`src/rtl/ipv4p_pkg.sv`:
```
`default_nettype none
// ----------------------------------------------------------------------------
// ipv4p_pkg
// Shared types and codes for the IPv4 dotted-decimal text parser.
// ----------------------------------------------------------------------------
package ipv4p_pkg;

  // Character classes as sorted by the front end
  typedef enum logic [2:0] {
    CC_SPACE,
    CC_DIGIT,
    CC_HEX,
    CC_DOT,
    CC_SLASH,
    CC_COLON,
    CC_OTHER,
    CC_END
  } char_class_e;

  // Result status codes
  localparam logic [1:0] ST_VALID   = 2'd0;
  localparam logic [1:0] ST_INVALID = 2'd1;
  localparam logic [1:0] ST_COLON   = 2'd2;

  // Octet range and suffix length
  localparam int unsigned OctetLimit  = 256;
  localparam int unsigned PrefixLen   = 32;
  localparam int unsigned MaxSigDigit = 4;
  localparam int unsigned LastGroup   = 3;

  // One classified beat in the queue
  typedef struct packed {
    char_class_e cls;
    logic [3:0]  digit;
  } item_t;

endpackage : ipv4p_pkg
`default_nettype wire

```
`src/rtl/ipv4p_front.sv`:
```
`default_nettype none
// ----------------------------------------------------------------------------
// ipv4p_front
// Input handshake and character classification; pushes one classified beat
// into the queue per accepted input beat.
// ----------------------------------------------------------------------------
module ipv4p_front (
  input  wire logic            in_valid_i,
  input  wire logic [7:0]      char_code_i,
  input  wire logic            end_mark_i,
  input  wire logic            q_full_i,
  output logic                 in_stall_o,
  output logic                 push_o,
  output ipv4p_pkg::item_t     item_o
);

  logic is_space, is_digit, is_hex;

  assign is_space = (char_code_i == 8'd32) ||
                    ((char_code_i >= 8'd9) && (char_code_i <= 8'd13));
  assign is_digit = (char_code_i >= 8'h30) && (char_code_i <= 8'h39);
  assign is_hex   = ((char_code_i >= 8'h61) && (char_code_i <= 8'h66)) ||
                    ((char_code_i >= 8'h41) && (char_code_i <= 8'h46));

  assign in_stall_o = q_full_i;
  assign push_o     = in_valid_i && !q_full_i;

  always_comb begin
    item_o.digit = char_code_i[3:0];
    priority if (end_mark_i)            item_o.cls = ipv4p_pkg::CC_END;
    else if (char_code_i == 8'h3A)      item_o.cls = ipv4p_pkg::CC_COLON;
    else if (is_space)                  item_o.cls = ipv4p_pkg::CC_SPACE;
    else if (is_digit)                  item_o.cls = ipv4p_pkg::CC_DIGIT;
    else if (is_hex)                    item_o.cls = ipv4p_pkg::CC_HEX;
    else if (char_code_i == 8'h2E)      item_o.cls = ipv4p_pkg::CC_DOT;
    else if (char_code_i == 8'h2F)      item_o.cls = ipv4p_pkg::CC_SLASH;
    else                                item_o.cls = ipv4p_pkg::CC_OTHER;
  end

endmodule : ipv4p_front
`default_nettype wire

```
`src/rtl/ipv4p_fifo.sv`:
```
`default_nettype none
// ----------------------------------------------------------------------------
// ipv4p_fifo
// Short queue of classified beats between front end and parser.
// ----------------------------------------------------------------------------
module ipv4p_fifo #(
  parameter int unsigned Depth = 2
) (
  input  wire logic             clk_i,
  input  wire logic             rst_ni,
  input  wire logic             push_i,
  input  wire ipv4p_pkg::item_t item_i,
  input  wire logic             pop_i,
  output ipv4p_pkg::item_t      item_o,
  output logic                  empty_o,
  output logic                  full_o
);

  localparam int unsigned PtrW = (Depth > 1) ? $clog2(Depth) : 1;
  localparam int unsigned CntW = $clog2(Depth + 1);
  localparam logic [PtrW-1:0] LastPtr = PtrW'(Depth - 1);
  localparam logic [CntW-1:0] FullCnt = CntW'(Depth);
  localparam logic [PtrW-1:0] PtrOne  = PtrW'(1);
  localparam logic [CntW-1:0] CntOne  = CntW'(1);

  ipv4p_pkg::item_t mem_q [Depth];
  logic [PtrW-1:0]  wr_ptr_q, rd_ptr_q;
  logic [CntW-1:0]  count_q;
  logic             do_push, do_pop;

  assign empty_o = (count_q == '0);
  assign full_o  = (count_q == FullCnt);
  assign do_push = push_i && !full_o;
  assign do_pop  = pop_i && !empty_o;
  assign item_o  = mem_q[rd_ptr_q];

  always_ff @(posedge clk_i) begin
    if (do_push) begin
      mem_q[wr_ptr_q] <= item_i;
    end
  end

  always_ff @(posedge clk_i or negedge rst_ni) begin
    if (!rst_ni) begin
      wr_ptr_q <= '0;
      rd_ptr_q <= '0;
      count_q  <= '0;
    end else begin
      if (do_push) begin
        wr_ptr_q <= (wr_ptr_q == LastPtr) ? '0 : wr_ptr_q + PtrOne;
      end
      if (do_pop) begin
        rd_ptr_q <= (rd_ptr_q == LastPtr) ? '0 : rd_ptr_q + PtrOne;
      end
      if (do_push && !do_pop) begin
        count_q <= count_q + CntOne;
      end else if (do_pop && !do_push) begin
        count_q <= count_q - CntOne;
      end
    end
  end

endmodule : ipv4p_fifo
`default_nettype wire

```
`src/rtl/ipv4p_back.sv`:
```
`default_nettype none
// ----------------------------------------------------------------------------
// ipv4p_back
// Parser state machine: takes classified beats from the queue, tracks groups
// and suffix, and loads the result register on the end marker.
// ----------------------------------------------------------------------------
module ipv4p_back (
  input  wire logic             clk_i,
  input  wire logic             rst_ni,
  input  wire ipv4p_pkg::item_t item_i,
  input  wire logic             empty_i,
  output logic                  pop_o,
  output logic                  out_valid_o,
  input  wire logic             out_stall_i,
  output logic [1:0]            status_o,
  output logic [31:0]           address_o,
  output logic                  had_prefix_o
);

  typedef enum logic [1:0] {
    M_LEAD,
    M_FIRST,
    M_LATER,
    M_SUFFIX
  } mode_e;

  mode_e        mode_q, mode_d, eff_mode;
  logic         trail_q, trail_d;
  logic [1:0]   gcount_q, gcount_d;
  logic [31:0]  store_q, store_d;
  logic [13:0]  value_q, value_d;
  logic         nonempty_q, nonempty_d;
  logic [2:0]   sig_q, sig_d;
  logic         hex_q, hex_d;
  logic [1:0]   sticky_q, sticky_d;
  logic         out_valid_q, out_valid_d;
  logic [1:0]   status_q, status_d;
  logic [31:0]  addr_q, addr_d;
  logic         pref_q, pref_d;

  logic         out_free, is_end;
  logic         fin_bad;
  logic [7:0]   fin_val;
  logic [2:0]   sig_inc;
  logic         hex_new;

  assign is_end   = (item_i.cls == ipv4p_pkg::CC_END);
  assign out_free = !out_valid_q || !out_stall_i;
  assign pop_o    = !empty_i && (!is_end || out_free);

  // Current group checked as an address byte
  assign fin_bad = !nonempty_q ||
                   ((sig_q != '0) && (hex_q || (sig_q > 3'(ipv4p_pkg::MaxSigDigit)) ||
                    (value_q >= 14'(ipv4p_pkg::OctetLimit))));
  assign fin_val = (sig_q == '0) ? 8'd0 : value_q[7:0];

  assign hex_new = hex_q || (item_i.cls == ipv4p_pkg::CC_HEX);
  // significant digits counted from the first non-zero char, saturating at 5
  assign sig_inc = ((sig_q != '0) || (item_i.cls == ipv4p_pkg::CC_HEX) ||
                    (item_i.digit != 4'd0)) && (sig_q < 3'd5) ? sig_q + 3'd1 : sig_q;

  always_comb begin
    mode_d      = mode_q;
    trail_d     = trail_q;
    gcount_d    = gcount_q;
    store_d     = store_q;
    value_d     = value_q;
    nonempty_d  = nonempty_q;
    sig_d       = sig_q;
    hex_d       = hex_q;
    sticky_d    = sticky_q;
    out_valid_d = out_valid_q && out_stall_i;
    status_d    = status_q;
    addr_d      = addr_q;
    pref_d      = pref_q;
    eff_mode    = (mode_q == M_LEAD) ? M_FIRST : mode_q;

    if (pop_o) begin
      if (is_end) begin
        out_valid_d = 1'b1;
        addr_d      = '0;
        pref_d      = 1'b0;
        status_d    = sticky_q;
        if (sticky_q == ipv4p_pkg::ST_VALID) begin
          status_d = ipv4p_pkg::ST_INVALID;
          if ((mode_q == M_LATER) && (gcount_q == 2'(ipv4p_pkg::LastGroup))) begin
            if (!fin_bad) begin
              status_d = ipv4p_pkg::ST_VALID;
              addr_d   = {store_q[23:0], fin_val};
            end
          end else if (mode_q == M_SUFFIX) begin
            if (nonempty_q && (sig_q != '0) && (sig_q <= 3'(ipv4p_pkg::MaxSigDigit)) &&
                (value_q == 14'(ipv4p_pkg::PrefixLen))) begin
              status_d = ipv4p_pkg::ST_VALID;
              addr_d   = store_q;
              pref_d   = 1'b1;
            end
          end
        end
        mode_d     = M_LEAD;
        trail_d    = 1'b0;
        gcount_d   = '0;
        store_d    = '0;
        value_d    = '0;
        nonempty_d = 1'b0;
        sig_d      = '0;
        hex_d      = 1'b0;
        sticky_d   = ipv4p_pkg::ST_VALID;
      end else if (item_i.cls == ipv4p_pkg::CC_COLON) begin
        sticky_d = ipv4p_pkg::ST_COLON;
      end else if (sticky_q == ipv4p_pkg::ST_VALID) begin
        if (!((mode_q == M_LEAD) && (item_i.cls == ipv4p_pkg::CC_SPACE))) begin
          mode_d = eff_mode;
          if (trail_q) begin
            if (item_i.cls != ipv4p_pkg::CC_SPACE) sticky_d = ipv4p_pkg::ST_INVALID;
          end else begin
            unique case (item_i.cls)
              ipv4p_pkg::CC_SPACE: trail_d = 1'b1;
              ipv4p_pkg::CC_DOT: begin
                if ((eff_mode == M_SUFFIX) ||
                    ((eff_mode == M_LATER) && (gcount_q == 2'(ipv4p_pkg::LastGroup))) ||
                    fin_bad) begin
                  sticky_d = ipv4p_pkg::ST_INVALID;
                end else begin
                  store_d    = {store_q[23:0], fin_val};
                  gcount_d   = gcount_q + 2'd1;
                  mode_d     = M_LATER;
                  value_d    = '0;
                  nonempty_d = 1'b0;
                  sig_d      = '0;
                  hex_d      = 1'b0;
                end
              end
              ipv4p_pkg::CC_SLASH: begin
                if ((eff_mode != M_LATER) || (gcount_q != 2'(ipv4p_pkg::LastGroup)) ||
                    fin_bad) begin
                  sticky_d = ipv4p_pkg::ST_INVALID;
                end else begin
                  store_d    = {store_q[23:0], fin_val};
                  mode_d     = M_SUFFIX;
                  value_d    = '0;
                  nonempty_d = 1'b0;
                  sig_d      = '0;
                  hex_d      = 1'b0;
                end
              end
              ipv4p_pkg::CC_DIGIT, ipv4p_pkg::CC_HEX: begin
                nonempty_d = 1'b1;
                hex_d      = hex_new;
                sig_d      = sig_inc;
                if ((item_i.cls == ipv4p_pkg::CC_DIGIT) && !hex_new &&
                    (sig_inc <= 3'(ipv4p_pkg::MaxSigDigit))) begin
                  value_d = 14'(value_q * 14'd10) + {10'd0, item_i.digit};
                end
              end
              default: sticky_d = ipv4p_pkg::ST_INVALID;
            endcase
          end
        end
      end
    end
  end

  always_ff @(posedge clk_i or negedge rst_ni) begin
    if (!rst_ni) begin
      mode_q      <= M_LEAD;
      trail_q     <= 1'b0;
      gcount_q    <= '0;
      store_q     <= '0;
      value_q     <= '0;
      nonempty_q  <= 1'b0;
      sig_q       <= '0;
      hex_q       <= 1'b0;
      sticky_q    <= ipv4p_pkg::ST_VALID;
      out_valid_q <= 1'b0;
      status_q    <= ipv4p_pkg::ST_VALID;
      addr_q      <= '0;
      pref_q      <= 1'b0;
    end else begin
      mode_q      <= mode_d;
      trail_q     <= trail_d;
      gcount_q    <= gcount_d;
      store_q     <= store_d;
      value_q     <= value_d;
      nonempty_q  <= nonempty_d;
      sig_q       <= sig_d;
      hex_q       <= hex_d;
      sticky_q    <= sticky_d;
      out_valid_q <= out_valid_d;
      status_q    <= status_d;
      addr_q      <= addr_d;
      pref_q      <= pref_d;
    end
  end

  assign out_valid_o  = out_valid_q;
  assign status_o     = status_q;
  assign address_o    = addr_q;
  assign had_prefix_o = pref_q;

  // An end marker taken from the queue always loads a fresh result
  a_result_from_end: assert property (@(posedge clk_i) disable iff (!rst_ni)
    (pop_o && is_end) |=> out_valid_q)
    else $error("end marker popped without loading result");

  a_state_cleared: assert property (@(posedge clk_i) disable iff (!rst_ni)
    (pop_o && is_end) |=> (mode_q == M_LEAD) && !trail_q && (gcount_q == '0) &&
                          (sticky_q == ipv4p_pkg::ST_VALID))
    else $error("parser state not cleared after end marker");

  a_addr_zero_on_fail: assert property (@(posedge clk_i) disable iff (!rst_ni)
    (out_valid_q && (status_q != ipv4p_pkg::ST_VALID)) |-> ((addr_q == '0) && !pref_q))
    else $error("failed result carries address or prefix");

  a_no_pop_when_blocked: assert property (@(posedge clk_i) disable iff (!rst_ni)
    (out_valid_q && out_stall_i && is_end) |-> !pop_o)
    else $error("end marker popped over a pending result");

endmodule : ipv4p_back
`default_nettype wire

```
`src/rtl/ipv4_text_address_parser.sv`:
```
`default_nettype none
// ----------------------------------------------------------------------------
// ipv4_text_address_parser
// IPv4 dotted-decimal text parser, one character beat per cycle when not stalled.
// Throughput: one input beat per cycle while the queue has room.
// Result path: the accepted end-marker beat is written into the queue, then
// popped into the result register, provided the result register is free.
// Stalls: a held result blocks only an end marker; input stalls once the
// queue fills behind it.
// Reset: asynchronous, active low; clears queue, parser and result valid.
// ----------------------------------------------------------------------------
module ipv4_text_address_parser #(
  parameter int unsigned QueueDepth = 2
) (
  input  wire logic        clk_i,
  input  wire logic        rst_ni,
  input  wire logic        in_valid_i,
  output logic             in_stall_o,
  input  wire logic [7:0]  char_code_i,
  input  wire logic        end_mark_i,
  output logic             out_valid_o,
  input  wire logic        out_stall_i,
  output logic [1:0]       status_o,
  output logic [31:0]      address_o,
  output logic             had_prefix_o
);

  ipv4p_pkg::item_t push_item, pop_item;
  logic             push, pop, q_empty, q_full;

  ipv4p_front u_front (
    .in_valid_i  (in_valid_i),
    .char_code_i (char_code_i),
    .end_mark_i  (end_mark_i),
    .q_full_i    (q_full),
    .in_stall_o  (in_stall_o),
    .push_o      (push),
    .item_o      (push_item)
  );

  ipv4p_fifo #(
    .Depth (QueueDepth)
  ) u_fifo (
    .clk_i   (clk_i),
    .rst_ni  (rst_ni),
    .push_i  (push),
    .item_i  (push_item),
    .pop_i   (pop),
    .item_o  (pop_item),
    .empty_o (q_empty),
    .full_o  (q_full)
  );

  ipv4p_back u_back (
    .clk_i        (clk_i),
    .rst_ni       (rst_ni),
    .item_i       (pop_item),
    .empty_i      (q_empty),
    .pop_o        (pop),
    .out_valid_o  (out_valid_o),
    .out_stall_i  (out_stall_i),
    .status_o     (status_o),
    .address_o    (address_o),
    .had_prefix_o (had_prefix_o)
  );

endmodule : ipv4_text_address_parser
`default_nettype wire
```
`config.mk`:
```
export PLATFORM = sky130hd
export DESIGN_NAME = ipv4_text_address_parser
export DESIGN_NICKNAME = d
export VERILOG_FILES = /design/src/rtl/ipv4p_pkg.sv /design/src/rtl/ipv4p_front.sv /design/src/rtl/ipv4p_fifo.sv /design/src/rtl/ipv4p_back.sv /design/src/rtl/ipv4_text_address_parser.sv
export SDC_FILE = /design/constraint.sdc
export NUM_CORES = 1
export LEC_CHECK = 0
export BUFFER_PORTS_ARGS = -buffer_cell sky130_fd_sc_hd__buf_4
export CORE_MARGIN = 2
export CORE_UTILIZATION = 65
export DETAILED_ROUTE_END_ITERATION = 10
export HOLD_SLACK_MARGIN = 0.1
export PLACE_DENSITY = 0.82
export SKIP_LAST_GASP = 1
export SLEW_MARGIN = 20
export SYNTH_ARGS = -nofsm -noshare
export SYNTH_HDL_FRONTEND = slang
export SYNTH_SLANG_ARGS = --single-unit
```
`constraint.sdc`:
```
create_clock -name clk_i -period 4.95 [get_ports clk_i]
set_input_delay 0.99 -clock clk_i [delete_from_list [all_inputs] [get_ports clk_i]]
set_output_delay 0.99 -clock clk_i [all_outputs]
set_load 0.02 [all_outputs]
```
Yosys cells after proc, flatten, opt, wreduce, memory -nomap -nowiden
Memories as Yosys holds them, arrays and structs flattened.
Cells that the tools add are included.
- $add $sub $neg: 7
- $mul: 1
- order comparisons: 13
- eq/ne operators: 31
- muxes and demuxes: 101
- reduce and logical (&&, ||, !) cells: 67
- operators with widths (cell ; count):
    $mux W32 ; 12
    $mux W14 ; 8
    $pmux W32 S2 ; 1
    $mux W2 ; 29
    $mux W3 ; 14
    $pmux W14 S3 ; 1
    $eq A8 B6 Y1 const B ; 4
    $mux W1 ; 30
    $logic_and A1 B1 Y1 ; 21
    $ge A8 B7 Y1 const B ; 2
    $le A8 B7 Y1 const B ; 2
    $reduce_and A8 Y1 ; 2
    $add A14 B4 Y14 ; 1
    $eq A14 B6 Y1 const B ; 1
    $ge A14 B9 Y1 const B ; 1
    $logic_or A1 B1 Y1 ; 14
    $mul A14 B3 Y13 const B ; 1
    $reduce_and A7 Y1 ; 2
    $eq A2 B2 Y1 const B ; 6
    $reduce_bool A3 Y1 ; 4
    $ne A5 B1 Y1 const B ; 2
    $eq A3 B3 Y1 const B ; 3
    $logic_not A1 Y1 ; 9
    $pmux W3 S3 ; 1
    other kinds (32) ; 49
- register bits after elaboration: 98
- RAM bits: 14
- input port bits: 13
- output and inout bits: 37
- logic and storage cells: 237
- memories kept: 1
- memory list (memory ; depth ; bits a word ; read ports ; clocked after Yosys merged registers in ; write ports ; RTL line ; text):
    u_fifo.mem_q ; 2 ; 7 ; 1 ; 0 ; 1 ; ipv4p_fifo.sv:26 ; ipv4p_pkg::item_t mem_q [Depth];

Depth between registers and ports, before layout
An unclocked memory read counts as a cell.
- depth in word-level cells: 15
- mapped depth: 11
- mapped depth without buffers: 9

Cells and area by module
From an unflattened synthesis, not the netlist that was laid out.
- cell total of the unflattened synthesis: 624
- area total of the unflattened synthesis: 6037.0 um^2
- by module, submodules not included (module ; instances ; cells an instance ; area an instance (um^2) ; seq. area each (um^2)):
    ipv4p_back ; 1 ; 549 ; 5086.1 ; 2352.3
    ipv4p_fifo ; 1 ; 41 ; 703.2 ; 520.5
    ipv4p_front ; 1 ; 34 ; 247.7 ; 0.0

Worst setup path after synthesis
OpenSTA, ideal clock, no wires.
- path kind: reg2reg
- from: reg u_back.value_q[1]
- to: reg u_back.value_q[12]
- library setup time: 0.137 ns
- data arrival time: 3.201 ns
- required time: 4.813 ns
- setup slack: 1.611 ns
- cell stages (with the launch flop): 10
- path buffers: 0
- clock period less this slack: 3.339 ns
- cell sequence: dfrtp_1 ha_1 ha_1 fa_1 a211o_1 and2_1 a2111oi_0 nand3_1 o311ai_0 nand3_1
- word-level cells in the longest chain between the ends: 9
- elaborated cells between the ends (all ways): 18
- those cells by class: 1 x add/sub; 1 x mul; 1 x order compare; 2 x eq/ne; 7 x mux; 6 x reduce/logical
- ends and longest elaborated chain (element ; RTL line ; text):
    from (decl) ; ipv4p_back.sv:31 ; logic [13:0] value_q, value_d;
    from (signal assigned) ; ipv4p_back.sv:184 ; value_q <= value_d;
    $mul A14 B3 Y13 ; ipv4p_back.sv:153 ; value_d = 14'(value_q * 14'd10) + {10'd0, item_i.digit};
    $add A14 B4 Y14 ; ipv4p_back.sv:153 ;
    $mux W14 ; ipv4p_back.sv:151 ; if ((item_i.cls == ipv4p_pkg::CC_DIGIT) && !hex_new &&
    $pmux W14 S3 ; ipv4p_back.sv:117 ; unique case (item_i.cls)
    $mux W14 ; ipv4p_back.sv:114 ; if (trail_q) begin
    $mux W14 ; ipv4p_back.sv:112 ; if (!((mode_q == M_LEAD) && (item_i.cls == ipv4p_pkg::CC_SPACE))) begin
    $mux W14 ; ipv4p_back.sv:111 ; end else if (sticky_q == ipv4p_pkg::ST_VALID) begin
    $mux W14 ; ipv4p_back.sv:109 ; end else if (item_i.cls == ipv4p_pkg::CC_COLON) begin
    $mux W14 ; ipv4p_back.sv:79 ; if (is_end) begin
Parallel ways exist; a longest one is shown, timed or not. The select of a mux whose other input is x is not followed.
A chain may end at the register's enable or synchronous reset.

Final worst setup path
- from: reg u_fifo.rd_ptr_q
- to: reg u_back.store_q[16]
- word-level cells in the longest chain between the ends: 8
- elaborated cells between the ends (all ways): 24
- those cells by class: 9 x eq/ne; 6 x mux; 8 x reduce/logical; 1 x memory
- ends and longest elaborated chain (element ; RTL line ; text):
    from (decl) ; ipv4p_fifo.sv:27 ; logic [PtrW-1:0] wr_ptr_q, rd_ptr_q;
    from (signal assigned) ; ipv4p_fifo.sv:53 ; rd_ptr_q <= (rd_ptr_q == LastPtr) ? '0 : rd_ptr_q + PtrOne;
    $mem_v2 Z2 W7 * ; -- ;
    $eq A3 B3 Y1 or $eq A3 B2 Y1 (tied branches) ; ipv4p_back.sv:117 ;
    $pmux W32 S2 ; ipv4p_back.sv:117 ;
    $mux W32 ; ipv4p_back.sv:114 ;
    $mux W32 ; ipv4p_back.sv:112 ;
    $mux W32 ; ipv4p_back.sv:111 ;
    $mux W32 ; ipv4p_back.sv:109 ;
    $mux W32 ; ipv4p_back.sv:79 ;
    to (signal assigned) ; ipv4p_back.sv:183 ; store_q <= store_d;
    to (decl) ; ipv4p_back.sv:30 ; logic [31:0] store_q, store_d;
Mark *: on every way between the ends. The rest lies on a longest branch, timed or not. The select of a mux whose other input is x is not followed.

==> flow_summary.ini <==
[routing]
wl_per_cell_um = 17.0
via_per_inst = 6.25
drtAntennaViolNets = 0
wirelength_mm = 13.7
drc = 0
dr.pass1.iters = 5
dr.first_iter.drc_count = 410
vias = 5041

[critical_path]
critPathRequiredTime_ns = 5.25
crit_path_top_delay_cell = a21oi_4
crit_path_max_fanout = 21
max_stage_delay_ns = 0.81
path_buf_inv = 1
path_cells = mux2i_1, nor2_1, a2bb2oi_1, nand2_1, a21oi_4, buf_4, mux2i_1
cp_top_family = compound AO/OA/AOI/OAI gates
critPathKind = reg -> reg
arrival_ns = 3.99
crit_path_start_kind = register
worstSetupEndpointType = register
crit_top_cell = mux2i_1

[synth]
synth_simple_gate_area_share_pct = 15.7
synth_most_common_cell = dfrtp_1
ys_top_cells_by_area = dfrtp_1, edfxtp_1, ha_1
yosys-top-cells-count = dfrtp_1, nand2_1, o21ai_0
ys.flop_type = dfrtp_1
syn_area_per_cell_um2 = 9.99
syn-cell-area_um2 = 6340
ys_async_sr_fraction_pct = 87.5
synth.area.mux_share_pct = 8.11
syn_nets = 676
synth_seq_cells = 112
synthXorXnorAreaFrac_pct = 2.62
ys_warn_count = 0
synth-compound-area-share_pct = 18.4
yosysSeqAreaShare_pct = 45.3
synth_fa_ha_area_share_pct = 5.76
synth_area_leader_cell = dfrtp_1
synthCells = 635
synth_top_family_by_area = compound AO/OA/AOI/OAI gates
synth_enable_flop_cells = 14
synth.distinct_cells = 75
synth_top_area_share_pct = 38.7

[placement]
gp_congestion = 0.896
dp_hpwl_mm = 9.63
io_buffers = 49

[clock_tree]
cts_buffers = 9
insertion_delay_ns = 0.37
clock-sinks = 112
cts-htree-levels = 3
clkTransAtPathRegs_ns = 0.10
cts.path.max_buffers = 2
cts_tree = done
post_cts_buffers = 0
root_buffer = clkbuf_8
hold_buffers = 0
cts_resized = 0

[power_and_ir_drop]
p_int_uw = 1880
p_sw_uw = 1300
irDropWorstVdd_mv = 0.218
switching_share_pct = 41.0
power.density_nw_per_um2 = 454
p_leak_uw = 0.00310
pwr-share-clk_pct = 16.8
pwr-share-comb_pct = 40.1
seqPwrFrac_pct = 43.1

[global_route]
grt_pass1_wl_mm = 23.3
grtUsageTotal_pct = 27.6
grt_max_degree = 57
grt_pass1_vias = 4830
grt_overflow_total = 0
antenna_found_initial = 0

[sta]
holdWs_ns = 0.481
drv_slew = 0
fin_worst_skew_ns = 0.0110
fmax_mhz = 270
rsz0062_at_grt = no
min_period_ns = 3.70
tightest_slew_ns = 0.852
fin_crit_sh_pct = 74.7
tns_ns = 0
setup_viol = 0
relSlewSlack_pct = 43.1
hold_viol = 0

[finish]
drive_gt1_share_pct = 16.2
layout.nets = 711
multi_input_area_um2 = 3220
fillCellCount = 740
antenna_cells = 0
seqCellArea_um2 = 2870
area_growth_pct = 10.5

[hold_path]
hp-class = reg -> reg

[die]
rows = 36
die_area_um2 = 10600
start_util_pct = 65.8
core_area_um2 = 9640
die_h_um = 103
ios = 50
die_w_um = 103

[status]
status = finished clean

[run]
drv_cap = 0
sequential cells by signal, summed over array words and instances, names as in the netlist, 2 cells and up:
register and count:
u_back.address_o 32, u_back.gcount_q 2, u_back.mode_q 2, u_back.sig_q 3
u_back.status_o 2, u_back.sticky_q 2, u_back.store_q 32, u_back.value_q 14
u_fifo.count_q 2, u_fifo.mem_q 14
final timing paths:
path,start,endpoint,slack (ns),depth (start not counted)
max,u_fifo.rd_ptr_q,u_back.store_q[16],1.25,7
min,u_back.status_o[0],u_back.status_o[0],0.48,2
max reg2reg,u_fifo.rd_ptr_q,u_back.store_q[16],1.25,7
min reg2reg,u_back.status_o[0],u_back.status_o[0],0.48,2
max in group asynchronous,rst_ni,u_back.sig_q[2],3.31,2
min in group asynchronous,rst_ni,u_back.address_o[14],0.65,1
metal layers:
metal / vias up / GRT usage [%] / wire (um)
met3: 30 / 4.07 / 638
met2: 160 / 44.1 / 6550
li1: 2395 / - / -
met5: - / 0 / 0
met4: 0 / 10.5 / 361
met1: 2456 / 38.6 / 6180
cell families after synthesis:
family,count (synthesis)
xor+xnor,19
compound gates,166
fa+ha+maj,28
buf+inv,66
flops,112
simple gates,196
mux,48
metrics by stage:
stage / total power [uW] / area (um2) / cells / setup WS (ns) / utilization (%)
global placement: 2570 / 6810 / 792 / 1.30 / 70.6
finish: 3180 / 7010 / 807 / 1.25 / 72.7
detailed placement: 2640 / 6810 / 792 / 1.20 / 70.6
floorplan: 2320 / 6340 / 635 / 1.61 / -
CTS: 3170 / 7010 / 807 / 1.17 / 72.7
global route: 3400 / 7010 / 807 / 0.932 / 72.7
tightest hold or removal path: stages, from the launching register on:
cell     delay (ns)
dfrtp_1        0.36
nand2_1        0.05
nand2_1        0.05
cell type report:
type	instances	area share, %
clock buffers	11	2.48
clock inverters	4	0.357
inverters	34	1.82
multi-input cells	457	46.0
flip-flops and latches	112	41.0
well taps	133	2.37
repair buffers	56	6.00
power by group through the flow:
stage               Combinational [uW]  Sequential [uW]  Clock (uW)
floorplan                         1020             1310           0
global placement                  1200             1370           0
detailed placement                1260             1380           0
CTS                               1260             1360         546
global route                      1410             1400         587
finish                            1270             1370         535
layout by cell type (no fill, tap or decap), types with 5 or more instances in the layout:
master    count
nand3_1      13
ha_1         26
xor2_1        7
mux2_2       18
or2_2         7
nor2_1       22
xnor2_1      12
and2_1        5
dfrtp_1      98
nand4_1       5
edfxtp_1     14
o21ai_0      50
o31ai_1      12
a21o_1        6
nor3_1        7
inv_1        34
and3_1       11
buf_4        56
a21oi_1      12
clkbuf_8      9
nor4_1        6
nand4b_1      6
mux2i_1      27
o21a_1        5
a22oi_1      33
nand2_1      82
or3_1         7
nand2b_1      5
(Power assumes the default switching activity.)
